--- config.mk ---
export PLATFORM = sky130hd
export DESIGN_NAME = fbpa_ctrl
export DESIGN_NICKNAME = d
export VERILOG_FILES = /design/src/rtl/fbpa_pkg.sv /design/src/rtl/fbpa_ctrl.sv
export SDC_FILE = /design/constraint.sdc
export NUM_CORES = 1
export LEC_CHECK = 0
export BUFFER_PORTS_ARGS = -buffer_cell sky130_fd_sc_hd__clkbuf_2
export CAP_MARGIN = 30
export CORE_AREA = 2 2 39 41
export CTS_BUF_LIST = sky130_fd_sc_hd__clkbuf_2 sky130_fd_sc_hd__clkbuf_4 sky130_fd_sc_hd__clkbuf_8
export CTS_CLUSTER_DIAMETER = 150
export DETAILED_ROUTE_END_ITERATION = 6
export DIE_AREA = 0 0 41 43
export MAX_ROUTING_LAYER = met4
export PLACE_DENSITY_LB_ADDON = 0.15
export SYNTH_ARGS = -nofsm -noshare
export SYNTH_HDL_FRONTEND = slang
export SYNTH_SLANG_ARGS = --single-unit
--- constraint.sdc ---
create_clock -name clk_i -period 1.61 [get_ports clk_i]
set_input_delay 0.322 -clock clk_i [delete_from_list [all_inputs] [get_ports clk_i]]
set_output_delay 0.322 -clock clk_i [all_outputs]
set_load 0.01 [all_outputs]
--- src/rtl/fbpa_pkg.sv ---
// Shared types and constants of the fixed block pool allocator.
// Depends on nothing; imported by every other file of the block.
package fbpa_pkg;

  localparam int unsigned MaxSlots = 1024;
  localparam int unsigned IdxW     = $clog2(MaxSlots);
  localparam int unsigned LinkW    = IdxW + 1;
  localparam int unsigned AddrW    = 32;
  localparam int unsigned SizeW    = 16;
  localparam int unsigned DataW    = 32;
  localparam int unsigned PaddrW   = 4;
  localparam int unsigned DivSteps = AddrW;
  localparam int unsigned DivCntW  = $clog2(DivSteps);
  localparam int unsigned ProdW    = IdxW + SizeW;

  typedef enum logic [1:0] {
    CMD_GET      = 2'd0,
    CMD_PUT      = 2'd1,
    CMD_INDEX    = 2'd2,
    CMD_RETHREAD = 2'd3
  } cmd_e;

  typedef enum logic [2:0] {
    STS_OK         = 3'd0,
    STS_EMPTY      = 3'd1,
    STS_BAD_PUT    = 3'd2,
    STS_BAD_INDEX  = 3'd3,
    STS_BAD_SIZE   = 3'd4,
    STS_ZERO_SLOTS = 3'd5,
    STS_NULL       = 3'd6
  } status_e;

  typedef enum logic [1:0] {
    REG_POOL_BASE   = 2'd0,
    REG_POOL_BYTES  = 2'd1,
    REG_OBJECT_SIZE = 2'd2
  } reg_e;

  typedef enum logic [2:0] {
    S_IDLE,
    S_CHECK,
    S_GET,
    S_DIV,
    S_SWEEP,
    S_DONE
  } state_e;

  // controller -> datapath
  typedef struct packed {
    logic capture;
    logic check;
    logic get_apply;
    logic resolve;
    logic sweep;
    logic publish;
  } dp_cmd_t;

  // datapath -> controller
  typedef struct packed {
    logic pc_final;
    logic pc_div;
    logic div_done;
    logic need_sweep;
    logic sweep_last;
    logic out_free;
  } dp_sts_t;

endpackage

--- src/rtl/fbpa_ctrl.sv ---
// Allocator controller: sequences capture, checks, get, divide, link sweep and result hand-off.
// Depends on fbpa_pkg.
module fbpa_ctrl
  import fbpa_pkg::*;
(
  input  logic    clk_i,
  input  logic    rst_ni,
  input  logic    in_valid_i,
  output logic    in_ready_o,
  input  dp_sts_t sts_i,
  output dp_cmd_t cmd_o
);

  state_e state_q, state_d;

  always_ff @(posedge clk_i or negedge rst_ni) begin
    if (!rst_ni) begin
      state_q <= S_IDLE;
    end else begin
      state_q <= state_d;
    end
  end

  always_comb begin
    state_d    = state_q;
    cmd_o      = '0;
    in_ready_o = 1'b0;
    unique case (state_q)
      S_IDLE: begin
        in_ready_o = 1'b1;
        if (in_valid_i) begin
          cmd_o.capture = 1'b1;
          state_d       = S_CHECK;
        end
      end
      S_CHECK: begin
        cmd_o.check = 1'b1;
        priority if (sts_i.pc_final) begin
          state_d = S_DONE;
        end else if (sts_i.pc_div) begin
          state_d = S_DIV;
        end else begin
          state_d = S_GET;
        end
      end
      S_GET: begin
        cmd_o.get_apply = 1'b1;
        state_d         = S_DONE;
      end
      S_DIV: begin
        if (sts_i.div_done) begin
          cmd_o.resolve = 1'b1;
          state_d       = sts_i.need_sweep ? S_SWEEP : S_DONE;
        end
      end
      S_SWEEP: begin
        cmd_o.sweep = 1'b1;
        if (sts_i.sweep_last) begin
          state_d = S_DONE;
        end
      end
      S_DONE: begin
        if (sts_i.out_free) begin
          cmd_o.publish = 1'b1;
          state_d       = S_IDLE;
        end
      end
      default: begin
        state_d = S_IDLE;
      end
    endcase
  end

endmodule

==> results.ini <==
[status]
status=completed

[sta]
finalHoldViolCount=0
worstMarginPinSlew_ns=0.368
skew_ns=0.00103
drv_slew=0
rsz0062_at_grt=no
final-setup-viol-count=0
period_needed_ns=1.53
fin_crit_sh=0.951
max-slew-margin-rel=0.751
fin_setup_tns_ns=0
clock.fmax_mhz=653

[placed_design]
dp_hpwl_um=493
portBuffers=15
place.gp.congestion=0.722

[hold_path]
min_path_type=input pin to flip-flop

[critical_path]
start_kind=flip-flop
criticalPathCategory=flip-flop to primary output
crit_required_ns=1.29
cp_max_fo=11
worst_ep_arrival_time_ns=1.21
crit_path_end_kind=primary output

[global_route]
grt_overflow_total=0
antenna_found_initial=0
grt_max_degree=14
track_usage=0.0990
grt_pass1_vias=265
grt_pass1_wl_um=1070

[detailed_routing]
num_vias=284
wl_per_cell_um=9.42
detail-route-antenna-nets=0
wl_um=622
drc=0
via_per_inst=4.30
dr.pass1.iters=2
drt_iter0_markers=2

[synthesis]
synth_warnings=0
synth-seq-cells=3
syn_nets=41
syn_avg_cell_area_um2=8.09
synth_cell_type_count=20
ys_seq_area_frac=0.290
syn-cell-area_um2=259
synthCells=32

[pwr]
powerDensity_mw_per_mm2=1890
leakage_uw=0.000184
ir_worst_vdd_mv=0.450

[clock_tree]
path_clk_slew_ns=0.04
numCtsBuffers=3
clk_path_buf_depth=2
cts.sinks=3
htree_num_levels=1
clock-root-buffer=clkbuf_4
cts_tree=built
insertion_delay_ns=0.23

[cells_and_area]
largest-register=state_q
largest_reg_flops=3
layout-drive-gt1-share=0.460
final_util=0.277
top_regs=state_q x3
nets=60
syn_to_final_growth_pct=47.8
diodes=0

[floorplanning]
die_h_um=43
die-area_mm2=0.00176
fp-row-count=14
io_pins=16
die_x_um=41
coreArea_mm2=0.00138
initial_core_util=0.187

[flow_run]
drv_cap=0

worst paths after layout:
| kind | from | end | slack, ns | depth (start not counted) |
|---|---|---|---|---|
| worst min-delay path | sts_i[3] | state_q[1] | 0.41 | 3 |
| worst max register to register | state_q[2] | state_q[0] | 0.24 | 4 |
| worst min register to register | state_q[2] | state_q[2] | 0.55 | 1 |
| max in group asynchronous | rst_ni | state_q[1] | 1.07 | 2 |
| min in group asynchronous | rst_ni | state_q[2] | 0.42 | 2 |
| worst max-delay path | state_q[0] | cmd_o[5] | 0.08 | 3 |
where the power goes:
group	switching (µW)	total (µW)	internal [µW]
clock network	37.7	147	110
logic	177	364	187
registers	93.0	212	119
Yosys cell counts:
| cell | n | area, µm² |
|---|---|---|
| nor2_1 | 5 | 18.8 |
| dfrtp_1 | 3 | 75.1 |
| a21oi_1 | 2 | 10.0 |
| and2_1 | 2 | 12.5 |
| buf_2 | 2 | 10.0 |
| nor2b_1 | 2 | 12.5 |
| nor3_1 | 2 | 10.0 |
| nor3b_1 | 2 | 15.0 |
| a211oi_1 | 1 | 7.51 |
| a31oi_1 | 1 | 6.26 |
| buf_6 | 1 | 11.3 |
| inv_1 | 1 | 3.75 |
| mux2i_1 | 1 | 10.0 |
| nand2_1 | 1 | 3.75 |
| nand2b_1 | 1 | 6.26 |
| nand2b_4 | 1 | 13.8 |
| nor4_1 | 1 | 6.26 |
| o311ai_1 | 1 | 8.76 |
| o32ai_1 | 1 | 8.76 |
| or3b_1 | 1 | 8.76 |
timing repair:
action / in CTS / in global routing
setup buffers: 0 / 0
setup endpoints to repair: 0 / 5
hold buffers: 1 / 0
resized for setup: 0 / 2
hold endpoints to repair: 3 / 0
worst max-delay path: stages, from the launching register on:
cell and delay [ns]:
dfrtp_2 0.48, nor3_1 0.23, and2_1 0.15, clkbuf_2 0.12
kinds of logic (layout without fill, tap and decap cells):
logic type / count (synthesis) / in the layout / share of synthesized area
compound gates: 6 / 6 / 0.159
mux: 1 / 1 / 0.0386
flops: 3 / 3 / 0.290
buf+inv: 4 / 22 / 0.0966
simple gates: 18 / 18 / 0.415
final cells by class:
class	instances	area (µm²)
Timing Repair Buffer	17	92.6
Fill cell	162	1000
Multi-Input combinational cell	25	159
Clock buffer	4	30.0
Inverter	1	3.75
Sequential cell	3	77.6
Tap cell	16	20.0
stage by stage:
stage,hold slack [ns],setup WS [ns],instances,instance area (µm²),power [µW]
2_1_floorplan,0.0264,0.165,32,259,482
3_3_place_gp,0.121,0.150,61,340,587
3_5_place_dp,0.122,0.143,61,340,578
4_1_cts,0.412,0.0150,66,380,731
5_1_grt,0.426,0.00667,66,383,799
6_report,0.411,0.0789,66,383,723
placed cells by master, fill, tap and decap left out, types with 2 or more instances in the layout:
cell type,synthesis,routed
clkbuf_2,0,15
nor2_1,5,5
clkbuf_4,0,4
nor3_1,2,2
nor3b_1,2,2
and2_1,2,2
nor2b_1,2,2
a21oi_1,2,2
dfrtp_2,0,2
metal layers:
layer / track usage / part of all wire / up-vias / wire length [µm]
li1: - / - / 151 / -
met1: 0.126 / 0.44 / 119 / 273
met2: 0.113 / 0.47 / 12 / 294
met3: 0.0471 / 0.063 / 2 / 39
met4: 0.0800 / 0.023 / 0 / 14
met5: - / 0 / - / 0
Power figures use the tool's default switching activity.
